===== src/hdl/krh_pkg.sv =====
// krh_pkg: shared types, constants and helpers for the k-mer rolling hash unit
// no dependencies; imported by kmer_rolling_hash_unit

package krh_pkg;

  localparam int unsigned HASH_W    = 31;
  localparam int unsigned CODE_W    = 3;
  localparam int unsigned CHAR_W    = 8;
  localparam int unsigned CFG_ADDR_W = 8;
  localparam int unsigned STEP_W    = 5;

  // last step of a 31-bit serial multiply
  localparam logic [STEP_W-1:0] STEP_LAST = STEP_W'(HASH_W - 1);

  // register indexes
  localparam logic [CFG_ADDR_W-1:0] REG_MODULUS = 8'd0;
  localparam logic [CFG_ADDR_W-1:0] REG_BASE    = 8'd1;
  localparam logic [CFG_ADDR_W-1:0] REG_INVERSE = 8'd2;
  localparam logic [CFG_ADDR_W-1:0] REG_TOP     = 8'd3;

  // ascii characters
  localparam logic [CHAR_W-1:0] CHAR_A = 8'h41;
  localparam logic [CHAR_W-1:0] CHAR_C = 8'h43;
  localparam logic [CHAR_W-1:0] CHAR_G = 8'h47;
  localparam logic [CHAR_W-1:0] CHAR_T = 8'h54;
  localparam logic [CHAR_W-1:0] CHAR_N = 8'h4e;

  // base codes
  localparam logic [CODE_W-1:0] CODE_A = 3'd1;
  localparam logic [CODE_W-1:0] CODE_C = 3'd2;
  localparam logic [CODE_W-1:0] CODE_G = 3'd3;
  localparam logic [CODE_W-1:0] CODE_T = 3'd4;
  localparam logic [CODE_W-1:0] CODE_N = 3'd5;

  localparam logic [HASH_W-1:0] MOD_MIN     = 31'd2;
  localparam logic [HASH_W-1:0] MODULUS_RST = 31'h7fffffff;

  typedef enum logic [3:0] {
    ST_IDLE,
    ST_F_TERM,
    ST_F_HASH,
    ST_F_ADD,
    ST_F_QRED,
    ST_F_POW,
    ST_R_HASH,
    ST_R_SUB,
    ST_R_SHIFT,
    ST_R_ADDED,
    ST_R_ADD,
    ST_DONE
  } krh_state_t;

  function automatic logic [CODE_W-1:0] char_code(input logic [CHAR_W-1:0] ch);
    logic [CODE_W-1:0] c;
    unique case (ch)
      CHAR_A:  c = CODE_A;
      CHAR_C:  c = CODE_C;
      CHAR_G:  c = CODE_G;
      CHAR_T:  c = CODE_T;
      default: c = CODE_N;
    endcase
    return c;
  endfunction

  function automatic logic char_bad(input logic [CHAR_W-1:0] ch);
    logic b;
    unique case (ch)
      CHAR_A, CHAR_C, CHAR_G, CHAR_T, CHAR_N: b = 1'b0;
      default:                                b = 1'b1;
    endcase
    return b;
  endfunction

  // code mod m for m >= 2; a code is at most 5, so below 3m
  function automatic logic [CODE_W-1:0] small_mod(input logic [CODE_W-1:0] c,
                                                  input logic [HASH_W-1:0] m);
    logic [HASH_W:0] cx;
    logic [HASH_W:0] m1;
    logic [HASH_W:0] m2;
    logic [HASH_W:0] r;
    cx = {{(HASH_W-CODE_W+1){1'b0}}, c};
    m1 = {1'b0, m};
    m2 = {m, 1'b0};
    if (cx >= m2) begin
      r = cx - m2;
    end else if (cx >= m1) begin
      r = cx - m1;
    end else begin
      r = cx;
    end
    return r[CODE_W-1:0];
  endfunction

endpackage


===== src/hdl/kmer_rolling_hash_unit.sv =====
// kmer_rolling_hash_unit: polynomial rolling hash over the last k bases of a stream
// depends on krh_pkg; one serial modular multiply-add unit under a small sequencer
//
//   channel | dir | handshake           | payload
//   --------+-----+---------------------+---------------------------------------------
//   in      | in  | in_tvalid/in_tready | tdata: base_char  tuser: restart
//   out     | out | out_tvalid/out_tready | tdata: hash_value  tuser: window_full, bad_base
//   cfg     | in  | cfg_valid/cfg_ready | cfg_addr: register index  cfg_data: value
//
// a base is taken only while the sequencer is idle, so the unit does not take a new base
// until the last one's result has gone to the output register; each modular product
// walks the 31 multiplier bits through the one shared double-add-reduce unit,
// one bit a cycle.
// reset is synchronous and active low; it clears the window, fill count, hash,
// running power and the configuration registers to their defaults.
// in_tready is high only while the sequencer is idle; a result waiting in the output
// register does not block the next base, only the hand-over of that base's result.
// cfg_ready is always high.

module kmer_rolling_hash_unit
  import krh_pkg::*;
#(
  parameter int unsigned KMER_LENGTH = 32
) (
  input  logic                  clk,
  input  logic                  rst_n,

  input  logic                  in_tvalid,
  output logic                  in_tready,
  input  logic [CHAR_W-1:0]     in_tdata,   // [7:0] base_char
  input  logic [0:0]            in_tuser,   // [0] restart

  output logic                  out_tvalid,
  input  logic                  out_tready,
  output logic [HASH_W:0]       out_tdata,  // [30:0] hash_value, [31] zero fill
  output logic [1:0]            out_tuser,  // [0] window_full, [1] bad_base

  input  logic                  cfg_valid,
  output logic                  cfg_ready,
  input  logic [CFG_ADDR_W-1:0] cfg_addr,
  input  logic [HASH_W-1:0]     cfg_data
);

  localparam int unsigned FILL_W = $clog2(KMER_LENGTH + 1);
  localparam logic [FILL_W-1:0] FILL_FULL = FILL_W'(KMER_LENGTH);

  // configuration registers
  logic [HASH_W-1:0] modulus_r, base_r, inverse_r, top_r;

  // window and running state
  logic [CODE_W-1:0] window_r [KMER_LENGTH];
  logic [FILL_W-1:0] fill_r, fill_nxt;
  logic [HASH_W-1:0] hash_r, hash_nxt;
  logic [HASH_W-1:0] power_r, power_nxt;

  // sequencer and shared unit registers
  krh_state_t        state_r, state_nxt;
  logic [HASH_W-1:0] acc_r, acc_nxt;
  logic [HASH_W-1:0] mcand_r, mcand_nxt;
  logic [HASH_W-1:0] mplier_r, mplier_nxt;
  logic [HASH_W-1:0] tmp_r, tmp_nxt;
  logic [STEP_W-1:0] step_r, step_nxt;
  logic [CODE_W-1:0] cred_r, cred_nxt;
  logic              full_r, full_nxt;
  logic              bad_r, bad_nxt;

  // output register
  logic              out_valid_r, out_valid_nxt;
  logic [HASH_W-1:0] out_hash_r, out_hash_nxt;
  logic              out_full_r, out_full_nxt;
  logic              out_bad_r, out_bad_nxt;

  logic              in_acc;
  logic              restart;
  logic [CODE_W-1:0] in_code;
  logic [CODE_W-1:0] old_red;
  logic [HASH_W-1:0] mod_used;
  logic              roll_path;
  logic [FILL_W-1:0] fill_after;
  logic              last_step;

  // shared unit: acc*2 + bit*mcand (or acc + tmp), reduced from below 3m
  logic              op_add;
  logic [HASH_W+1:0] unit_sum;
  logic [HASH_W+1:0] unit_red;
  logic [HASH_W-1:0] unit_res;

  assign cfg_ready  = 1'b1;
  assign in_tready  = (state_r == ST_IDLE);
  assign in_acc     = in_tvalid & in_tready;
  assign restart    = in_tuser[0];
  assign in_code    = char_code(in_tdata);
  assign mod_used   = (modulus_r < MOD_MIN) ? MOD_MIN : modulus_r;
  assign old_red    = small_mod(window_r[0], mod_used);
  assign roll_path  = !restart && (fill_r == FILL_FULL);
  assign fill_after = restart ? FILL_W'(1) :
                      ((fill_r == FILL_FULL) ? fill_r : fill_r + FILL_W'(1));
  assign last_step  = (step_r == '0);

  assign out_tvalid = out_valid_r;
  assign out_tdata  = {1'b0, out_hash_r};
  assign out_tuser  = {out_bad_r, out_full_r};

  assign op_add = (state_r == ST_F_ADD) || (state_r == ST_R_SUB) || (state_r == ST_R_ADD);

  always_comb begin
    if (op_add) begin
      unit_sum = {2'b00, acc_r} + {2'b00, tmp_r};
    end else begin
      unit_sum = {1'b0, acc_r, 1'b0} +
                 {2'b00, (mplier_r[HASH_W-1] ? mcand_r : '0)};
    end
    if (unit_sum >= {1'b0, mod_used, 1'b0}) begin
      unit_red = unit_sum - {1'b0, mod_used, 1'b0};
    end else if (unit_sum >= {2'b00, mod_used}) begin
      unit_red = unit_sum - {2'b00, mod_used};
    end else begin
      unit_red = unit_sum;
    end
  end

  assign unit_res = unit_red[HASH_W-1:0];

  // configuration writes; indexes beyond the list are dropped
  always_ff @(posedge clk) begin
    if (!rst_n) begin
      modulus_r <= MODULUS_RST;
      base_r    <= HASH_W'(1);
      inverse_r <= HASH_W'(1);
      top_r     <= HASH_W'(1);
    end else if (cfg_valid && cfg_ready) begin
      unique case (cfg_addr)
        REG_MODULUS: modulus_r <= cfg_data;
        REG_BASE:    base_r    <= cfg_data;
        REG_INVERSE: inverse_r <= cfg_data;
        REG_TOP:     top_r     <= cfg_data;
        default:     ;
      endcase
    end
  end

  // window shift line: newest code enters at the top, oldest sits at index 0
  always_ff @(posedge clk) begin
    if (!rst_n) begin
      for (int i = 0; i < KMER_LENGTH; i++) begin
        window_r[i] <= '0;
      end
    end else if (in_acc) begin
      for (int i = 0; i < KMER_LENGTH - 1; i++) begin
        window_r[i] <= restart ? '0 : window_r[i+1];
      end
      window_r[KMER_LENGTH-1] <= in_code;
    end
  end

  // state register and control
  always_ff @(posedge clk) begin
    if (!rst_n) begin
      state_r     <= ST_IDLE;
      fill_r      <= '0;
      hash_r      <= '0;
      power_r     <= HASH_W'(1);
      out_valid_r <= 1'b0;
    end else begin
      state_r     <= state_nxt;
      fill_r      <= fill_nxt;
      hash_r      <= hash_nxt;
      power_r     <= power_nxt;
      out_valid_r <= out_valid_nxt;
    end
  end

  // datapath registers
  always_ff @(posedge clk) begin
    acc_r      <= acc_nxt;
    mcand_r    <= mcand_nxt;
    mplier_r   <= mplier_nxt;
    tmp_r      <= tmp_nxt;
    step_r     <= step_nxt;
    cred_r     <= cred_nxt;
    full_r     <= full_nxt;
    bad_r      <= bad_nxt;
    out_hash_r <= out_hash_nxt;
    out_full_r <= out_full_nxt;
    out_bad_r  <= out_bad_nxt;
  end

  always_comb begin
    state_nxt     = state_r;
    fill_nxt      = fill_r;
    hash_nxt      = hash_r;
    power_nxt     = power_r;
    acc_nxt       = acc_r;
    mcand_nxt     = mcand_r;
    mplier_nxt    = mplier_r;
    tmp_nxt       = tmp_r;
    step_nxt      = step_r;
    cred_nxt      = cred_r;
    full_nxt      = full_r;
    bad_nxt       = bad_r;
    out_hash_nxt  = out_hash_r;
    out_full_nxt  = out_full_r;
    out_bad_nxt   = out_bad_r;
    out_valid_nxt = out_valid_r && !out_tready;

    // serial multiply: shift the multiplier out msb first
    if (!op_add && state_r != ST_IDLE && state_r != ST_DONE) begin
      acc_nxt    = unit_res;
      mplier_nxt = {mplier_r[HASH_W-2:0], 1'b0};
      step_nxt   = step_r - STEP_W'(1);
    end

    unique case (state_r)
      ST_IDLE: begin
        if (in_acc) begin
          cred_nxt = small_mod(in_code, mod_used);
          bad_nxt  = char_bad(in_tdata);
          fill_nxt = fill_after;
          full_nxt = (fill_after == FILL_FULL);
          acc_nxt  = '0;
          step_nxt = STEP_LAST;
          if (restart) begin
            hash_nxt  = '0;
            power_nxt = HASH_W'(1);
          end
          if (roll_path) begin
            // reduce hash first; tmp holds m minus the oldest code for the subtract
            mcand_nxt  = HASH_W'(1);
            mplier_nxt = hash_r;
            tmp_nxt    = (old_red == '0) ? '0 :
                         mod_used - {{(HASH_W-CODE_W){1'b0}}, old_red};
            state_nxt  = ST_R_HASH;
          end else begin
            // term = code * power
            mcand_nxt  = {{(HASH_W-CODE_W){1'b0}}, small_mod(in_code, mod_used)};
            mplier_nxt = restart ? HASH_W'(1) : power_r;
            state_nxt  = ST_F_TERM;
          end
        end
      end

      ST_F_TERM: begin
        if (last_step) begin
          tmp_nxt    = unit_res;
          acc_nxt    = '0;
          mcand_nxt  = HASH_W'(1);
          mplier_nxt = hash_r;
          step_nxt   = STEP_LAST;
          state_nxt  = ST_F_HASH;
        end
      end

      ST_F_HASH: begin
        if (last_step) begin
          state_nxt = ST_F_ADD;
        end
      end

      ST_F_ADD: begin
        hash_nxt   = unit_res;
        acc_nxt    = '0;
        mcand_nxt  = HASH_W'(1);
        mplier_nxt = base_r;
        step_nxt   = STEP_LAST;
        state_nxt  = ST_F_QRED;
      end

      ST_F_QRED: begin
        if (last_step) begin
          // q mod m becomes the multiplicand for the next power
          acc_nxt    = '0;
          mcand_nxt  = unit_res;
          mplier_nxt = power_r;
          step_nxt   = STEP_LAST;
          state_nxt  = ST_F_POW;
        end
      end

      ST_F_POW: begin
        if (last_step) begin
          power_nxt = unit_res;
          state_nxt = ST_DONE;
        end
      end

      ST_R_HASH: begin
        if (last_step) begin
          state_nxt = ST_R_SUB;
        end
      end

      ST_R_SUB: begin
        // difference times the inverse of q
        acc_nxt    = '0;
        mcand_nxt  = unit_res;
        mplier_nxt = inverse_r;
        step_nxt   = STEP_LAST;
        state_nxt  = ST_R_SHIFT;
      end

      ST_R_SHIFT: begin
        if (last_step) begin
          tmp_nxt    = unit_res;
          acc_nxt    = '0;
          mcand_nxt  = {{(HASH_W-CODE_W){1'b0}}, cred_r};
          mplier_nxt = top_r;
          step_nxt   = STEP_LAST;
          state_nxt  = ST_R_ADDED;
        end
      end

      ST_R_ADDED: begin
        if (last_step) begin
          state_nxt = ST_R_ADD;
        end
      end

      ST_R_ADD: begin
        hash_nxt  = unit_res;
        state_nxt = ST_DONE;
      end

      ST_DONE: begin
        if (!out_valid_r || out_tready) begin
          out_valid_nxt = 1'b1;
          out_hash_nxt  = full_r ? hash_r : '0;
          out_full_nxt  = full_r;
          out_bad_nxt   = bad_r;
          state_nxt     = ST_IDLE;
        end
      end

      default: begin
        state_nxt = ST_IDLE;
      end
    endcase
  end

endmodule


===== config.mk =====
export PLATFORM = sky130hd
export DESIGN_NAME = kmer_rolling_hash_unit
export DESIGN_NICKNAME = d
export VERILOG_FILES = /design/src/hdl/krh_pkg.sv /design/src/hdl/kmer_rolling_hash_unit.sv
export SDC_FILE = /design/constraint.sdc
export NUM_CORES = 1
export LEC_CHECK = 0
export BUFFER_PORTS_ARGS = -buffer_cell sky130_fd_sc_hd__buf_2
export CORE_MARGIN = 3
export CORE_UTILIZATION = 45
export DETAILED_ROUTE_END_ITERATION = 10
export PLACE_DENSITY = 0.7
export SLEW_MARGIN = 25
export SYNTH_ARGS = -nofsm -noshare
export SYNTH_HDL_FRONTEND = slang
export SYNTH_SLANG_ARGS = --single-unit

===== constraint.sdc =====
create_clock -name clk -period 15.1 [get_ports clk]
set_input_delay 0.755 -clock clk [delete_from_list [all_inputs] [get_ports clk]]
set_output_delay 0.755 -clock clk [all_outputs]
set_load 0.1 [all_outputs]

==> impl_metrics.tcl, run 1 <==
set metrics [dict create \
    outcome "completed" \
    synth_top_family_by_area "compound AO/OA/AOI/OAI gates" \
    postRouteAntennaNets 0 \
    die_area_um2 64700 \
    die_x_um 254 \
    synth.distinct_cells 88 \
    power.density_nw_per_um2 169 \
    synth_xor_area_share_pct 4.04 \
    synthCells 3125 \
    htreeDepth 2 \
    hold_viol_final 0 \
    via_count 25000 \
    min_period_ps 8090 \
    skew_ps 37.7 \
    cp_max_fo 32 \
    ctsResizeCount 0 \
    tightest_slew_ps 1200 \
    max-clock-path-buffers 3 \
    ir_worst_vdd_v 0.000155 \
    fp.coreArea_um2 60700 \
    synth_enable_flop_cells 196 \
    rsz0062_at_grt "false" \
    grt_start_max_net_pins 106 \
    layout-area-overhead-vs-synth_pct 10.2 \
    cp.arrival_ps 8430 \
    wl_per_cell_um 24.0 \
    hold_path.class "reg -> reg" \
    port_buffers 87 \
    yosys.area_share.simple_pct 19.3 \
    netlist_area_um2 27700 \
    regArea_um2 11200 \
    worst_setup_path_start_kind "flop" \
    cts_tree "yes" \
    n_fill_cell 5663 \
    yosysSeqAreaShare_pct 40.3 \
    remaining_drc_errors 0 \
    clkTransAtPathRegs_ps 60 \
    cts.sinks 460 \
    drive_gt1_share_pct 8.45 \
    grt_pass1_wl_um 141000 \
    yosysMostFrequentCell "nand2_1" \
    whs_ps 430 \
    post-route-period-util_pct 53.6 \
    cts-root-buf "clkbuf_16" \
    synth_warnings 0 \
    drt_iter0_markers 2685 \
    relSlewSlack_pct 19.8 \
    ys.flop_type "dfxtp_1" \
    slew_viol_final 0 \
    wl_um 94600 \
    ys_top_cells_by_area "edfxtp_1 21%, dfxtp_1 19%, ha_1 6.2%, nand2_1 6.1%, xnor2_1 3.1%" \
    crit_path_end_kind "flop" \
    drv_cap 0 \
    synth_compound_area_share_pct 23.3 \
    cts_buffers 50 \
    firstDrtPassIters 8 \
    grt.overflow.total 0 \
    hold_buffers 0 \
    ys_ff_latch 460 \
    fmax_mhz 124 \
    nets 3311 \
    num_rows 90 \
    r2r_slack_ps 7010 \
    via_per_inst 6.35 \
    io_pins 90 \
    antenna_found_initial 7 \
    synthAdderAreaFrac_pct 6.50 \
    routabilityCongestion 1.01 \
    grt_pass1_vias 22900 \
    die_height_um 254 \
    worstSetupPathType "reg -> reg" \
    fin_tns_setup_ps 0 \
    worst_skew_pair.late_latency_ps 620 \
    yosys-top-cells-count "454 x nand2_1, 264 x dfxtp_1, 196 x edfxtp_1" \
    cts_setup_buffers 0 \
    hpwl_um 67700 \
    avgSynthCellArea_um2 8.88 \
    start_util_pct 45.7 \
    synth.largest_area_cell "edfxtp_1" \
    synth_top_area_share_pct 21.2 \
    syn_nets 3319 \
    setup_viol 0 \
    multi_input_area_um2 15700 \
    async_reset_ff_share_pct 0 \
    leakage_nw 11.7 \
    synth.area.mux_share_pct 2.80 \
    grtUsageTotal_pct 28.5 \
    crit_required_ps 15440 \
]
-- power by group --
part	internal [mW]	switching [mW]
registers	1.52	0.125
clock network	0.753	0.535
logic	0.715	1.53
total	2.98	2.19
-- logic make-up after synthesis --
family                     count (synthesis)
buffers and inverters                    273
xor gates and xnor gates                 128
muxes                                     77
AOI/OAI and AO/OA                        926
DFF                                      460
adders and majority gates                142
other                                      2
and+or+nand+nor                         1117
-- per-layer routing --
metal	vias to the layer above	share of wire (%)	track usage, %
met4	2	6.0	15.3
met3	264	9.8	6.14
met5	-	0.014	0
met1	11900	41	38.5
li1	11600	-	-
met2	1297	43	42.7
-- cell type report --
cell class	instances	area share, %
multi-input cells	2392	51.2
flip-flops and latches	460	36.5
clock buffers	62	4.24
well taps	782	3.20
repair buffers	128	2.46
clock inverters	31	1.31
inverters	85	1.04
diodes	1	0.00819
-- registers in the layout, indices dropped and copies added, names as in the netlist, 4 cells and up --
signal / flops
acc_r: 31
base_r: 31
fill_r: 6
hash_r: 31
inverse_r: 31
mcand_r: 31
modulus_r: 31
mplier_r: 31
out_hash_r: 31
power_r: 31
state_r: 4
step_r: 5
tmp_r: 31
top_r: 31
window_r: 96
-- final timing paths --
path                            cells past startpoint    startpoint        end
worst max-delay path                               21  mplier_r[30]  tmp_r[19]
worst min register to register                      0         bad_r  out_bad_r
worst max register to register                     21  mplier_r[30]  tmp_r[19]
worst min-delay path                                0         bad_r  out_bad_r
-- cells in the final DEF, fill, tap and decap left out, drive strengths merged, types with 59 or more instances in the layout --
cell,count
nor2,181
clkbuf,62
xnor2,98
ha,137
nand3,67
a21boi,105
o21ai,161
nor3,59
and2,120
and3,91
edfxtp,196
dfxtp,264
mux2i,72
buf,128
a21oi,157
nand2,454
inv,88
-- metrics by stage --
| stage | cells | setup WS (ps) | cell area, µm² | utilization [%] | power, mW |
|---|---|---|---|---|---|
| floorplan | 3125 | 7890 | 27700 | - | 3.12 |
| global placement | 3846 | 7460 | 28900 | 47.5 | 3.84 |
| detailed placement | 3846 | 7320 | 28900 | 47.5 | 3.83 |
| CTS | 3939 | 7280 | 30600 | 50.3 | 5.12 |
| global route | 3940 | 6350 | 30600 | 50.4 | 5.41 |
| finish | 3941 | 7010 | 30600 | 50.4 | 5.18 |
-- critical path, cell delays in order, from the launching register on --
cell and delay, ps:
dfxtp_1 890, and2_1 240, ha_1 190, inv_1 60
fa_1 410, nor2b_1 180, o2111ai_1 220, a311oi_1 510
a41oi_1 390, o21ai_0 560, o21ai_0 200, xor2_1 160
o21ai_0 490, ha_1 400, and3_1 210, a221o_1 320
a21o_1 200, a311oi_1 380, o21ba_2 660, nand2_1 300
a211oi_1 670, o32ai_1 170
Power figures use the tool's default switching activity.
==> inputs of run 2 (changes only) <==
--- a/config.mk
+++ b/config.mk
@@ -9,7 +9,7 @@
 export CORE_MARGIN = 3
 export CORE_UTILIZATION = 45
 export DETAILED_ROUTE_END_ITERATION = 10
-export PLACE_DENSITY = 0.7
+export PLACE_DENSITY = 0.72
 export SLEW_MARGIN = 25
 export SYNTH_ARGS = -nofsm -noshare
 export SYNTH_HDL_FRONTEND = slang
==> constraint.sdc (replaced) <==
create_clock -name clk -period 6.8 [get_ports clk]
set_input_delay 0.34 -clock clk [delete_from_list [all_inputs] [get_ports clk]]
set_output_delay 0.34 -clock clk [all_outputs]
set_load 0.1 [all_outputs]
==> impl_metrics.tcl, run 2 (same netlist as run 1, synthesis figures left out) <==
set metrics [dict create \
    sw_frac_of_total_pct 42.4 \
    die_x_um 254 \
    wl_per_cell_um 23.9 \
    final_common_cell "nand2_1" \
    largest_reg_flops 96 \
    power.density_nw_per_um2 377 \
    top_register "window_r" \
    routabilityCongestion 0.993 \
    placed_area_um2 29500 \
    relSlewSlack_pct 29.0 \
    clkTransAtPathRegs_ps 60 \
    num_rows 90 \
    cts-root-buf "clkbuf_16" \
    worst_skew_pair.late_latency_ps 610 \
    wl_um 96000 \
    ir_worst_vdd_v 0.000314 \
    rsz0062_at_grt "true" \
    p_clk_share_pct 23.5 \
    die_height_um 254 \
    post-route-period-util_pct 95.6 \
    layout-area-overhead-vs-synth_pct 12.6 \
    skew_ps 24.1 \
    grtUsageTotal_pct 28.9 \
    grt_pass1_vias 23500 \
    htreeDepth 2 \
    cp.arrival_ps 6810 \
    port_buffers 87 \
    cts.sinks 460 \
    grt.overflow.total 0 \
    crit_path_end_kind "flop" \
    grt_pass1_wl_um 143000 \
    outcome "completed" \
    die_area_um2 64700 \
    p_int_mw 6.79 \
    fin_area_um2 31300 \
    tightest_slew_ps 1060 \
    seq_power_share_pct 30.5 \
    setup_viol 0 \
    utilization_pct 51.5 \
    hp-start "cfg_data[11]" \
    layout_common_cells "452 x nand2_1, 264 x dfxtp_1, 196 x edfxtp_1" \
    startpoint "mplier_r[30]" \
    hold_path.class "in -> reg" \
    grt_start_max_net_pins 94 \
    postRouteAntennaNets 0 \
    max-clock-path-buffers 3 \
    start_util_pct 45.7 \
    io_pins 90 \
    hpwl_um 68600 \
    drt_iter0_markers 2994 \
    cts_tree "yes" \
    drv_cap 0 \
    switchingPower_mw 4.99 \
    worstSetupPathType "reg -> reg" \
    slew_viol_final 0 \
    leakage_nw 12.1 \
    drive_gt1_share_pct 11.2 \
    antenna_found_initial 3 \
    hold_buffers 0 \
    cts_buffers 50 \
    nets 3389 \
    crit_required_ps 7110 \
    worst_setup_path_start_kind "flop" \
    via_per_inst 6.33 \
    via_count 25400 \
    fmax_mhz 154 \
    fp.coreArea_um2 60700 \
    firstDrtPassIters 6 \
    cp_max_fo 31 \
    min_period_ps 6500 \
    remaining_drc_errors 0 \
    hold_viol_final 0 \
    r2r_start "mplier_r[30]" \
    comb_power_share_pct 46.0 \
    fin_tns_setup_ps 0 \
]
run 2: changes by cell type in the layout (fill, tap and decap cells not counted), moves of 3 or more:
cell	change
inv_4	+3
nor2_2	+3
clkbuf_1	-3
nor2_1	-3
buf_12	+3
clkbuf_8	+6
buf_4	+73
bufinv_16	-5
run 2: final timing paths:
| kind | slack (ps) | endpoint | cells past startpoint |
|---|---|---|---|
| hold reg to reg | 450 | out_bad_r | 0 |
| setup / recovery | 300 | tmp_r[19] | 24 |
| setup reg to reg | 300 | tmp_r[19] | 24 |
| hold / removal | 20 | base_r[11] | 3 |
run 2: power groups by stage:
stage / registers [mW] / logic [mW] / clock network, mW
floorplan: 3.54 / 3.39 / 0
global placement: 3.65 / 5.19 / 0
detailed placement: 3.65 / 5.20 / 0
CTS: 3.60 / 5.23 / 2.79
global route: 3.62 / 5.78 / 2.89
finish: 3.59 / 5.42 / 2.76
run 2: layout make-up:
| type | instances | area [µm²] |
|---|---|---|
| diodes | 2 | 5.00 |
| clock buffers | 66 | 1390 |
| clock inverters | 24 | 250 |
| fillers | 5566 | 29400 |
| inverters | 85 | 319 |
| multi-input cells | 2392 | 15700 |
| flip-flops and latches | 460 | 11200 |
| well taps | 782 | 978 |
| repair buffers | 206 | 1400 |
run 2: routing by layer:
layer  wire length (µm)  vias up  global-route usage, %
met2              41700     1254                   43.8
met4               4510        0                   12.9
met3               9850      240                   7.23
met1              40000    12200                   39.1
met5                  0        -                      0
li1                   -    11700                      -
run 2: metrics by stage:
stage               setup WS (ps)  hold WS (ps)  std cells  total power [mW]
global route                -3.87          22.5       4015              12.3
global placement              105           446       3922              8.84
finish                        298          17.9       4017              11.8
floorplan                     488           400       3125              6.93
CTS                           104          7.18       4013              11.6
detailed placement            166           436       3923              8.85
run 2: repair_timing:
action                                  in CTS  in global routing
endpoints found under the setup margin       0                138
gates resized for setup                      0                 17
setup buffers                                0                  1
run 2: critical path, cell delays in order, from the launching register on:
cell and delay (ps):
dfxtp_1 330, buf_6 230, nand2_1 130, fa_1 450, nor2b_1 180, o2111ai_1 250
a311oi_2 440, a41oi_2 310, o31ai_2 340, xnor2_1 150, nor2_1 70, a21oi_1 230
ha_1 360, nand4_1 230, a211oi_1 90, a311oi_1 270, o41ai_1 150, a21o_1 240
a311oi_1 380, o21ba_2 320, buf_4 220, nand2_1 200, a211oi_1 350, buf_4 200
o32ai_1 90
